===== src/hdl/bbid_ram.sv =====
// Generic single-write, single-read RAM with registered read data.
// No dependencies.
`timescale 1ns / 1ps
`default_nettype none

module bbid_ram #(
  parameter int WIDTH = 8,
  parameter int DEPTH = 16
) (
  input  wire logic                     clk,
  input  wire logic                     we,
  input  wire logic [$clog2(DEPTH)-1:0] waddr,
  input  wire logic [WIDTH-1:0]         wdata,
  input  wire logic [$clog2(DEPTH)-1:0] raddr,
  output logic      [WIDTH-1:0]         rdata
);

  logic [WIDTH-1:0] mem [DEPTH];

  // Write port and registered read port.
  always_ff @(posedge clk) begin
    if (we) begin
      mem[waddr] <= wdata;
    end
    rdata <= mem[raddr];
  end

endmodule

`default_nettype wire


===== config.mk =====
export PLATFORM = sky130hd
export DESIGN_NAME = bbid_ram
export DESIGN_NICKNAME = d
export VERILOG_FILES = /design/src/hdl/bbid_ram.sv
export SDC_FILE = /design/constraint.sdc
export NUM_CORES = 1
export LEC_CHECK = 0
export ABC_CLOCK_PERIOD_IN_PS = 2300
export BUFFER_PORTS_ARGS = -buffer_cell sky130_fd_sc_hd__buf_2
export CORE_MARGIN = 2
export CORE_UTILIZATION = 60
export DETAILED_ROUTE_END_ITERATION = 7
export MAX_ROUTING_LAYER = met4
export PLACE_DENSITY = 0.85
export SLEW_MARGIN = 15
export SYNTH_ARGS = -nofsm -noshare
export SYNTH_HDL_FRONTEND = slang
export SYNTH_SLANG_ARGS = --single-unit

===== constraint.sdc =====
create_clock -name clk -period 2.3 [get_ports clk]
set_input_delay 0.23 -clock clk [delete_from_list [all_inputs] [get_ports clk]]
set_output_delay 0.23 -clock clk [all_outputs]
set_load 0.02 [all_outputs]

==> flow_summary.json <==
{
  "status": "complete, no violations",
  "maxSlewHeadroom": 0.5088,
  "end_kind": "flip-flop",
  "vias_per_cell": 6.139,
  "synth_area_um2": 5147,
  "crit_type": "flip-flop to flip-flop",
  "rows": 33,
  "tritoncts": "yes",
  "critPathMaxFanout": 1,
  "wl_per_cell_um": 24.52,
  "dp_hpwl_um": 5981,
  "drc": 0,
  "hold-worst-slack_ns": 0.09643,
  "final_nets": 302,
  "slowest_stage": "mux4_1",
  "p_sw_frac": 0.2065,
  "clk_pin_slew_ns": 0.06,
  "first_global_vias": 2539,
  "final_common_cell": "edfxtp_1",
  "pre_cts_slack_ns": 0.4829,
  "p_per_area_nw_per_um2": 946.2,
  "slowest_delay_ns": 0.52,
  "worstMarginPinSlew_ns": 0.7353,
  "hold_path_class": "input pin to flip-flop",
  "synthCells": 229,
  "power.switching_uw": 1190,
  "syn2layout_area_growth_pct": 18.35,
  "place_congestion": 0.8101,
  "setup_violations": 0,
  "cp.required_ns": 2.70,
  "drive_gt1_frac": 0.3232,
  "fillers": 464,
  "drv_slew": 0,
  "die_h_um": 96.63,
  "final_cell_mix": "128 x edfxtp_1, 25 x buf_2, 20 x buf_4, 18 x mux4_2",
  "max-vdd-ir-drop_v": 0.0006961,
  "rsz0062_at_grt": "no",
  "fin_crit_ns": 1.397,
  "cts_hold_buffers": 0,
  "io_pins": 26,
  "yosysSeqAreaShare": 0.7778,
  "die-area_um2": 9336,
  "antenna_found_initial": 1,
  "timing.final.crit_share": 0.6073,
  "critPathLaunchType": "flip-flop",
  "drt-total-wl_um": 9881,
  "postLayoutCellArea_um2": 6092,
  "critical_path_arrival_ns": 1.80,
  "drv_cap": 0,
  "power.leakage_uw": 0.002094,
  "die_w_um": 96.63,
  "p_int_uw": 4574,
  "overflow": 0,
  "hold_viol": 0,
  "grt_usage": 0.2417,
  "ctsResizeCount": 0,
  "fin_util": 0.7377,
  "dr.pass1.iters": 4,
  "grt_max_degree": 17,
  "seq_area_um2": 4004,
  "fmax_ghz": 0.7159,
  "skew_ns": 0.006220,
  "cts_setup_buffers": 0,
  "synth_cell_types": 19,
  "cts_buffers": 17,
  "cts_max_path_buffers": 2,
  "yosys_register_bits": 136,
  "clockRootBuffer": "clkbuf_8",
  "clk_latency_ns": 0.52,
  "antenna_left": 0,
  "fp.coreArea_um2": 8258,
  "clock-sinks": 136,
  "p_clk_frac": 0.469,
  "port-buffer-count": 25,
  "path_cells": "mux4_1 -> a22oi_1 -> nand2_1",
  "finalWorstSetupSlack_ns": 0.9032,
  "combPwrFrac": 0.047,
  "initial_utilization": 0.6233,
  "p_seq_frac": 0.484,
  "h-tree-depth": 4,
  "grt_pass1_wl_um": 15460,
  "placed_area_um2": 5488,
  "syn_nets": 247,
  "yosysWarnings": 0,
  "first_iter_violations": 226,
  "multiInputGateArea_um2": 1057,
  "synth_area_per_cell_um2": 22.48,
  "setup_tns_ns": 0,
  "vias": 2474
}
critical path: cells and delay by family (launching register included):
kind,cells,cell delay [ns]
AOI/OAI and AO/OA,1,0.30
DFF,1,0.38
muxes,1,0.52
and+or+nand+nor,1,0.08
registers in the layout, summed over array words and instances (netlist names):
signal  count
mem       128
rdata       8
stage by stage:
stage               std cells  power [uW]
floorplan                 229        2995
global placement          370        3098
detailed placement        370        3108
CTS                       402        5805
global route              403        5934
finish                    403        5765
synthesized netlist by cell type:
cell type	count	area, um2
nand3_1	1	5.000
nand2_1	9	33.78
a22oi_1	16	120.1
buf_6	3	33.78
nor2b_1	1	6.260
and2b_1	1	7.510
mux4_2	18	405.4
clkdlybuf4s25_2	3	30.03
nand2b_1	2	12.51
mux4_1	14	367.9
edfxtp_1	128	3844
or3b_2	1	8.760
nor2_1	13	48.80
buf_2	3	15.01
buf_4	1	7.510
nand3b_1	2	15.01
nor3_1	4	20.02
dfxtp_1	8	160.2
and2_1	1	6.260
power by group through the flow:
stage | Combinational (uW) | Sequential (uW) | Clock, uW
after detailed placement | 267 | 2840 | 0
after CTS | 271 | 2790 | 2740
after global placement | 261 | 2840 | 0
after global routing | 291 | 2790 | 2850
after floorplan | 141 | 2850 | 0
final | 268 | 2790 | 2710
path summary, 6_finish.rpt:
kind,start,endpoint,slack [ns],cells past startpoint
worst max-delay path,mem[1][0],rdata[0],0.90,3
worst max register to register,mem[1][0],rdata[0],0.90,3
worst min register to register,mem[7][4],rdata[4],0.68,3
worst min-delay path,wdata[1],mem[0][1],0.1,1
per-layer routing:
| metal | vias to the layer above | routed length, um | global-route usage |
|---|---|---|---|
| met1 | 1253 | 3760 | 0.3264 |
| met4 | 0 | 196 | 0.1094 |
| met3 | 14 | 844 | 0.06358 |
| met5 | - | 0 | - |
| li1 | 1089 | - | - |
| met2 | 118 | 5079 | 0.3542 |
area by class of cell:
type                       instances  share of cell area
clock inverter                    13             0.02793
clock buffer                      19             0.07086
multi-input combinational         83              0.1735
antenna                            1           0.0004108
timing repair buffer              46             0.04847
tap                              105             0.02157
sequential                       136              0.6572
kinds of logic after synthesis:
group | Yosys count | share of synthesized area
AND/OR/NAND/NOR | 35 | 0.03184
AO/OA/AOI/OAI | 16 | 0.02334
multiplexers | 32 | 0.1502
buffers and inverters | 10 | 0.01677
flip-flops | 136 | 0.7778
No activity file was read; power rests on OpenSTA's default activity.
