$ cat config.mk
export PLATFORM = sky130hd
export DESIGN_NAME = bbid_mul
export DESIGN_NICKNAME = d
export VERILOG_FILES = /design/src/hdl/bbid_pkg.sv /design/src/hdl/bbid_mul.sv
export SDC_FILE = /design/constraint.sdc
export NUM_CORES = 1
export LEC_CHECK = 0
export ABC_AREA = 1
export BUFFER_PORTS_ARGS = -buffer_cell sky130_fd_sc_hd__buf_2
export CORE_UTILIZATION = 35
export CTS_CLUSTER_SIZE = 16
export DETAILED_ROUTE_END_ITERATION = 12
export GPL_ROUTABILITY_DRIVEN = 0
export PLACE_DENSITY_LB_ADDON = 0.08
export RECOVER_POWER = 100
export SETUP_SLACK_MARGIN = 0.5
export SYNTH_ARGS = -nofsm -noshare
export SYNTH_HDL_FRONTEND = slang
export SYNTH_SLANG_ARGS = --single-unit
export TNS_END_PERCENT = 30
$ cat constraint.sdc
create_clock -name clk -period 3.5 [get_ports clk]
set_input_delay 0.175 -clock clk [delete_from_list [all_inputs] [get_ports clk]]
set_output_delay 0.175 -clock clk [all_outputs]
set_load 0.005 [all_outputs]
$ cat src/hdl/bbid_pkg.sv
// Package for the balanced bootstrap index drawer.
// Holds sizes, codes, the sequencer state type and the transaction structs.
// No dependencies.
`timescale 1ns / 1ps
`default_nettype none

package bbid_pkg;

  // Storage sizes.
  localparam int MAX_SAMPLES = 1024;
  localparam int COUNT_BITS  = 31;
  localparam int IDX_W       = $clog2(MAX_SAMPLES);
  localparam int N_W         = IDX_W + 1;
  localparam int TOTAL_W     = COUNT_BITS + IDX_W;

  // Field widths of the transactions and registers.
  localparam int NBOOT_W  = 20;
  localparam int WEIGHT_W = 31;
  localparam int RAND_W   = 64;
  localparam int CFG_W    = 20;

  // Shared multiplier: RAND_W by TOTAL_W bits.
  localparam int MUL_B_W   = TOTAL_W;
  localparam int MUL_CNT_W = $clog2(MUL_B_W);
  localparam int MUL_P_W   = RAND_W + MUL_B_W;

  // Commands.
  localparam logic [1:0] ACT_START_UNIFORM = 2'd0;
  localparam logic [1:0] ACT_START_EMPTY   = 2'd1;
  localparam logic [1:0] ACT_WRITE_WEIGHT  = 2'd2;
  localparam logic [1:0] ACT_DRAW          = 2'd3;

  // Result status codes.
  localparam logic [1:0] STAT_SAMPLE   = 2'd0;
  localparam logic [1:0] STAT_ACK      = 2'd1;
  localparam logic [1:0] STAT_MISMATCH = 2'd2;
  localparam logic [1:0] STAT_COMPLETE = 2'd3;

  // Configuration register indexes.
  localparam logic [1:0] REG_SAMPLE_COUNT   = 2'd0;
  localparam logic [1:0] REG_RESAMPLE_COUNT = 2'd1;
  localparam logic [1:0] REG_LEAVE_ONE_OUT  = 2'd2;

  typedef enum logic [3:0] {
    ST_IDLE,
    ST_SWEEP,
    ST_EXP_MUL,
    ST_WR_READ,
    ST_WR_UPD,
    ST_OMIT_SEL,
    ST_OMIT_MUL,
    ST_OMIT_RD,
    ST_OMIT_WR,
    ST_COLLAPSE,
    ST_DRAW_GO,
    ST_DRAW_MUL,
    ST_SCAN,
    ST_DEC,
    ST_FINISH
  } bbid_state_t;

  typedef struct packed {
    logic [1:0]          action;
    logic [IDX_W-1:0]    index;
    logic [WEIGHT_W-1:0] weight;
    logic [RAND_W-1:0]   rand_draw;
    logic [RAND_W-1:0]   rand_omit;
  } bbid_in_t;

  typedef struct packed {
    logic [1:0]         status;
    logic [N_W-1:0]     sample_index;
    logic [NBOOT_W-1:0] column_number;
    logic [IDX_W-1:0]   row_number;
    logic               last_in_column;
    logic               last_of_run;
  } bbid_out_t;

  // Handshake between the sequencer and the shared multiplier.
  typedef struct packed {
    logic               go;
    logic [RAND_W-1:0]  a;
    logic [MUL_B_W-1:0] b;
  } bbid_mul_req_t;

endpackage

`default_nettype wire

$ cat src/hdl/bbid_mul.sv
// Shift-and-add multiplier, one multiplier bit per cycle, MSB first.
// Depends on bbid_pkg.
`timescale 1ns / 1ps
`default_nettype none

module bbid_mul
  import bbid_pkg::*;
(
  input  wire logic          clk,
  input  wire logic          rst,
  input  wire bbid_mul_req_t req,
  output logic               done,
  output logic [MUL_P_W-1:0] product
);

  logic [RAND_W-1:0]    a_q;
  logic [MUL_B_W-1:0]   b_q;
  logic [MUL_CNT_W-1:0] bit_cnt;
  logic                 running;

  // Control: a request loads the operands and runs MUL_B_W steps.
  always_ff @(posedge clk) begin
    if (rst) begin
      running <= 1'b0;
      done    <= 1'b0;
    end else begin
      done <= 1'b0;
      if (req.go) begin
        running <= 1'b1;
      end else if (running && bit_cnt == '0) begin
        running <= 1'b0;
        done    <= 1'b1;
      end
    end
  end

  // Datapath: one shift and one wide add per cycle.
  always_ff @(posedge clk) begin
    if (req.go) begin
      a_q     <= req.a;
      b_q     <= req.b;
      bit_cnt <= MUL_CNT_W'(MUL_B_W - 1);
      product <= '0;
    end else if (running) begin
      product <= {product[MUL_P_W-2:0], 1'b0}
               + (b_q[bit_cnt] ? {{MUL_B_W{1'b0}}, a_q} : '0);
      bit_cnt <= bit_cnt - 1'b1;
    end
  end

endmodule

`default_nettype wire

==> results of run 1 <==
cells by family after synthesis:
family                     after synthesis  share of synthesized area
buffers and inverters                  733                      0.164
AOI/OAI and AO/OA                      181                     0.0554
xor gates and xnor gates                45                     0.0227
and+or+nand+nor                       1611                      0.398
DFF                                    218                      0.312
adders and majority gates               65                     0.0473
cells in the mapped netlist (all sizes together):
master,count
and2,8
o211ai,6
nand2,936
nor4,2
buf,22
inv,682
dfxtp,113
ha,64
o21bai,9
nor3,29
o21ai,76
edfxtp,105
nand3,177
clkbuf,25
xnor2,2
clkinv,4
a21oi,85
nor2,415
or2,3
nand4,40
xor2,43
fa,1
o22ai,5
nor2b,1
worst max-delay path: stages (launching register included):
cell and delay [ns]:
dfxtp_4 0.38, buf_12 0.15, nor2_4 0.06, nor2_1 0.04, o21ai_1 0.06, o21ai_1 0.08, o211ai_1 0.18, nand3_2 0.12
nand3_4 0.17, buf_12 0.17, buf_4 0.13, nor2_1 0.04, ha_1 0.35, nand2_2 0.10, buf_4 0.15, nor2_4 0.10
inv_2 0.07, nor2_4 0.19, nand2_1 0.10, inv_1 0.11, nand2_1 0.08, nand3_2 0.08, buf_12 0.13, nand2_2 0.06
nand3_1 0.07, nand3_1 0.11, nand2_1 0.11, inv_1 0.04
state kept, by name (all words and copies together), names as in the netlist:
name / count
b_q: 41
a_q: 64
done: 1
running: 1
bit_cnt: 6
product: 105
metrics by stage:
step | utilization | TNS, ns | hold WS [ns] | instance area, µm²
after floorplan | - | 0 | 0.244 | 17400
after global placement | 0.413 | -5.87 | 0.351 | 20200
after detailed placement | 0.413 | -6.55 | 0.353 | 20200
after CTS | 0.486 | 0 | 0.244 | 23800
after global routing | 0.514 | -10.01 | 0.262 | 25200
final | 0.514 | -0.122 | 0.228 | 25200
final cells by class:
type	count	area [µm²]	share of cell area
tap	664	831	0.0330
multi-input combinational	1902	11400	0.451
timing repair buffer	531	4040	0.161
clock inverter	20	191	0.00760
inverter	686	2590	0.103
antenna	1	2.50	0.0000994
sequential	218	5430	0.215
clock buffer	32	726	0.0288
final timing paths:
path,start,to,slack [ns],cells after the start
max,bit_cnt[0]$_SDFFE_PP0P_,product[81]$_SDFFE_PP0P_,-0.06,27
min,req[105],a_q[59]$_DFFE_PP_,0.23,1
max reg2reg,bit_cnt[0]$_SDFFE_PP0P_,product[81]$_SDFFE_PP0P_,-0.06,27
min reg2reg,bit_cnt[4]$_SDFFE_PP0P_,bit_cnt[4]$_SDFFE_PP0P_,0.49,2
power groups by stage:
stage                     sequential [mW]  combinational (mW)  clock (mW)
after floorplan                      3.07                1.15           0
after global placement               3.14                1.98           0
after detailed placement             3.14                1.99           0
after CTS                            3.10                2.44        2.99
after global routing                 3.14                3.00        3.07
final                                3.12                2.76        2.90
placed cells by master (no fill, tap or decap), drive strengths merged, types with 2 or more instances in the layout:
master | Yosys | layout
nor2 | 415 | 415
clkinv | 4 | 17
buf | 22 | 419
nand4 | 40 | 40
and2 | 8 | 8
o22ai | 5 | 5
clkbuf | 25 | 38
nand2 | 936 | 936
o21ai | 76 | 76
nor3 | 29 | 29
nor4 | 2 | 2
xor2 | 43 | 43
or2 | 3 | 3
o211ai | 6 | 6
ha | 64 | 64
o21bai | 9 | 9
dfxtp | 113 | 113
bufinv | 0 | 2
nand3 | 177 | 177
dlygate4sd3 | 0 | 106
a21oi | 85 | 85
xnor2 | 2 | 2
edfxtp | 105 | 105
inv | 682 | 686
metal layers:
layer	GRT usage	vias up	wire length, µm
met5	0	-	0
li1	-	9606	-
met1	0.373	8945	31200
met4	0.0968	0	2610
met2	0.428	686	31000
met3	0.0445	132	5390
what timing repair did:
| item | CTS | global route |
|---|---|---|
| setup buffers | 32 | 29 |
| gates resized for setup | 368 | 289 |
| hold endpoints to repair | 107 | 0 |
| pin swaps | 80 | 68 |
| hold buffers | 106 | 0 |
| setup endpoints to repair | 99 | 101 |
| gates cloned | 3 | 1 |
==> impl_metrics.toml, run 1 <==
[outcome]
outcome = "finished, violations left"
violations = "capacitance limit, slew limit, setup timing"

[die]
die_y_um = 225
die_area_mm2 = 0.0505
core-area_mm2 = 0.0490
row_count = 81
initial_utilization = 0.354
die_width_um = 225
io_pins = 214

[grt]
overflow = 0
antenna_found_initial = 1
grt_pass1_wl_um = 105000
grt_pass1_vias = 18300
grt.total_usage = 0.272
grt_max_degree = 99

[clocking]
cts_tree = "yes"
cts_sinks = 218
path_clk_slew_ns = 0.06
cts_buffers = 28
cts-root-buf = "clkbuf_16"
htree_levels = 1
cts_buffer_depth = 3
clock_latency_ns = 0.60

[layout]
fill_cells = 4971
drive_above_1_share = 0.321
area_growth_pct = 45.1
fin_cells = 4054
nNetsFinal = 3540

[logic_synthesis]
synth_nets = 3026
synthesis.area_mm2 = 0.0173
synth_top_area_frac = 0.198
netlist_top_cells_area = "nand2_1 20%, edfxtp_1 18%, inv_1 14%, dfxtp_1 13%, nor2_1 7.5%"
yosysUniqueCellTypes = 40
ys_seq_area_frac = 0.312
yosysTopAreaCell = "nand2_1"
synth_area_per_cell_um2 = 6.08
syn_inst = 2853
synth-seq-cells = 218
ys_warn_count = 0

[worst_setup_path]
end_kind = "register"
path_class = "register to register"
worstPathArrival_ns = 4.06
cp-start-kind = "register"
cp.required_ns = 4.00
crit_fanout = 8

[drt]
firstDrtPassIters = 7
via_count = 19400
wl_per_cell_um = 17.3
drt_iter0_drc = 1406
drc = 0
ant_nets = 0
drt_wl_total_um = 70300
vias_per_cell = 4.78

[power_and_ir_drop]
peakVddDrop_mv = 0.374
intPower_mw = 5.80
p_leak_nw = 13.4
p_clk_frac = 0.330
netSwitchingFraction = 0.339
total_power_mw = 8.78
seqPwrFrac = 0.355
p_switching_mw = 2.98
pwr_density_cell_mw_per_mm2 = 349
power_frac_comb = 0.315

[sta]
finalCritPeriodShare = 1.02
hold_viol_final = 0
rsz0062_at_grt = "yes"
worst_pin_slew_ns = 2.00
clock.fmax_ghz = 0.281
period_minus_slack_ns = 3.56
slew_viol_final = 116
fin_ws_ns = -0.0584
finalClockSkew_ns = 0.0401
relSlewSlack = -0.334
finalSetupViolCount = 6

[run]
drv_cap = 2

[placement]
dp.cells = 3830
port_buffers = 213
post-place-ws_ns = -0.266
dp_hpwl_um = 54200

[min_path]
holdCritPathClass = "primary input to register"
Power figures use the tool's default switching activity.
==> run 2: changes to the inputs <==
- CAP_MARGIN: unset -> 20
- SKIP_LAST_GASP: unset -> 1
==> impl_metrics.toml, run 2 (same netlist as run 1, synthesis figures left out) <==
[outcome]
outcome = "finished, violations left"
violations = "capacitance limit, slew limit, setup timing"

[layout]
nNetsFinal = 3548
final_common_cell = "nand2_1"
largest_reg_flops = 105
fill_cells = 4991
layout_common_cells = "680 x nand2_1, 590 x inv_1, 254 x nor2_1, 200 x nand2_2, 176 x buf_4"
reg_top3 = "product x105, a_q x64, b_q x41"
drive_above_1_share = 0.311
seq_area_mm2 = 0.00543
fin_cells = 4062
design_area_mm2 = 0.0254
regMostFlops = "product"
multi_input_area_mm2 = 0.0116
area_growth_pct = 46.2

[drt]
via_count = 19500
vias_per_cell = 4.80
firstDrtPassIters = 6
drc = 0
ant_nets = 0
drt_wl_total_um = 70500
wl_per_cell_um = 17.4
drt_iter0_drc = 1539

[die]
core-area_mm2 = 0.0490
die_y_um = 225
die_area_mm2 = 0.0505
die_width_um = 225
io_pins = 214
row_count = 81
initial_utilization = 0.354

[grt]
grt_pass1_wl_um = 105000
overflow = 0
antenna_found_initial = 1
grt_pass1_vias = 18100
grt_max_degree = 99
grt.total_usage = 0.271

[worst_setup_path]
crit_fanout = 7
cp-start-kind = "register"
cp.required_ns = 3.96
rr_startpoint = "bit_cnt[0]$_SDFFE_PP0P_"
rr_worst_depth = 25
reg2reg_slack_ns = -0.09
r2r_end = "product[32]$_SDFFE_PP0P_"
end_kind = "register"
worstPathArrival_ns = 4.05
path_class = "register to register"

[sta]
period_minus_slack_ns = 3.59
finalSetupViolCount = 17
whs_ns = 0.278
relSlewSlack = -0.636
fin_tns_setup_ns = -0.753
fin_ws_ns = -0.0917
clock.fmax_ghz = 0.278
slew_viol_final = 98
rsz0062_at_grt = "yes"
finalCritPeriodShare = 1.03
hold_viol_final = 0
finalClockSkew_ns = 0.0411
worst_pin_slew_ns = 2.45

[clocking]
cts_buffers = 28
cts_sinks = 218
cts_tree = "yes"
clock_latency_ns = 0.61
cts_buffer_depth = 3
cts-root-buf = "clkbuf_16"
path_clk_slew_ns = 0.06
htree_levels = 1

[placement]
dp_hpwl_um = 54200
place_area_mm2 = 0.0202
port_buffers = 213
dp.cells = 3830

[power_and_ir_drop]
p_clk_frac = 0.327
power_frac_comb = 0.321
p_leak_nw = 13.3
p_switching_mw = 3.05
pwr_density_cell_mw_per_mm2 = 350
netSwitchingFraction = 0.343
peakVddDrop_mv = 0.366
intPower_mw = 5.84
seqPwrFrac = 0.351

[run]
drv_cap = 1

[min_path]
hold_end = "a_q[55]$_DFFE_PP_"
hold_start = "req[96]"
holdCritPathClass = "primary input to register"
whs_path_depth = 2
[run 2: cell types whose count changed in the layout (fill, tap and decap cells not counted), sizes merged]
cell,previous run,this run
clkbuf,38,104
buf,419,361
clkinv,17,16
inv,686,687
[run 2: area by class of cell]
class,count,share of cell area
Multi-Input combinational cell,1902,0.457
Antenna cell,1,0.0000986
Timing Repair Buffer,539,0.158
Tap cell,664,0.0327
Clock inverter,20,0.00755
Sequential cell,218,0.214
Inverter,686,0.102
Clock buffer,32,0.0286
[run 2: critical path: stages (launching register included)]
cell,delay (ns)
dfxtp_4,0.38
buf_12,0.14
nor2_4,0.08
nor2_1,0.04
o21ai_1,0.06
o21ai_1,0.08
o211ai_1,0.20
nand3_2,0.13
nand3_4,0.17
buf_12,0.15
buf_16,0.14
nor2_1,0.05
ha_1,0.35
nand2_2,0.13
buf_6,0.14
nor2_4,0.13
nand2_2,0.09
inv_1,0.06
nand2_1,0.06
nand2_2,0.12
inv_1,0.08
o21bai_4,0.22
buf_4,0.15
xor2_1,0.05
o21ai_0,0.16
inv_1,0.06
[run 2: timing repair]
action | 4_1_cts | 5_1_grt
setup buffers | 32 | 37
resized for setup | 219 | 487
pin swaps | 55 | 142
hold endpoints to repair | 107 | 0
cloned | 3 | 1
hold buffers | 106 | 0
setup endpoints to repair | 99 | 101
[run 2: power by group through the flow]
| stage | clock network (mW) | logic (mW) | registers (mW) |
|---|---|---|---|
| floorplan | 0 | 1.15 | 3.07 |
| global placement | 0 | 1.98 | 3.14 |
| detailed placement | 0 | 1.99 | 3.14 |
| CTS | 2.99 | 2.38 | 3.09 |
| global route | 3.07 | 3.09 | 3.14 |
| finish | 2.91 | 2.85 | 3.12 |
[run 2: routing by layer]
metal | vias up | wire length (µm) | share of wire | global-route usage
met2 | 764 | 31000 | 0.44 | 0.426
met4 | 0 | 2750 | 0.039 | 0.0919
met1 | 8968 | 31000 | 0.44 | 0.376
met5 | - | 0 | 0 | 0
li1 | 9614 | - | - | -
met3 | 145 | 5770 | 0.082 | 0.0432
[run 2: how the worst max path moves through the flow]
stage                             from                  endpoint  cells after the start
3_5_place_dp   bit_cnt[0]$_SDFFE_PP0P_  product[55]$_SDFFE_PP0P_                     20
6_report       bit_cnt[0]$_SDFFE_PP0P_  product[32]$_SDFFE_PP0P_                     25
3_3_place_gp   bit_cnt[1]$_SDFFE_PP0P_  product[55]$_SDFFE_PP0P_                     21
2_1_floorplan  bit_cnt[0]$_SDFFE_PP0P_  product[81]$_SDFFE_PP0P_                     26
5_1_grt        bit_cnt[0]$_SDFFE_PP0P_  product[93]$_SDFFE_PP0P_                     25
4_1_cts        bit_cnt[0]$_SDFFE_PP0P_  product[75]$_SDFFE_PP0P_                     30
[run 2: metrics by stage]
step | util | setup slack [ns] | power (mW)
floorplan | - | 0.502 | 4.21
global placement | 0.413 | -0.228 | 5.12
detailed placement | 0.413 | -0.266 | 5.13
CTS | 0.476 | -0.0688 | 8.46
global route | 0.518 | -0.280 | 9.31
finish | 0.518 | -0.0917 | 8.89
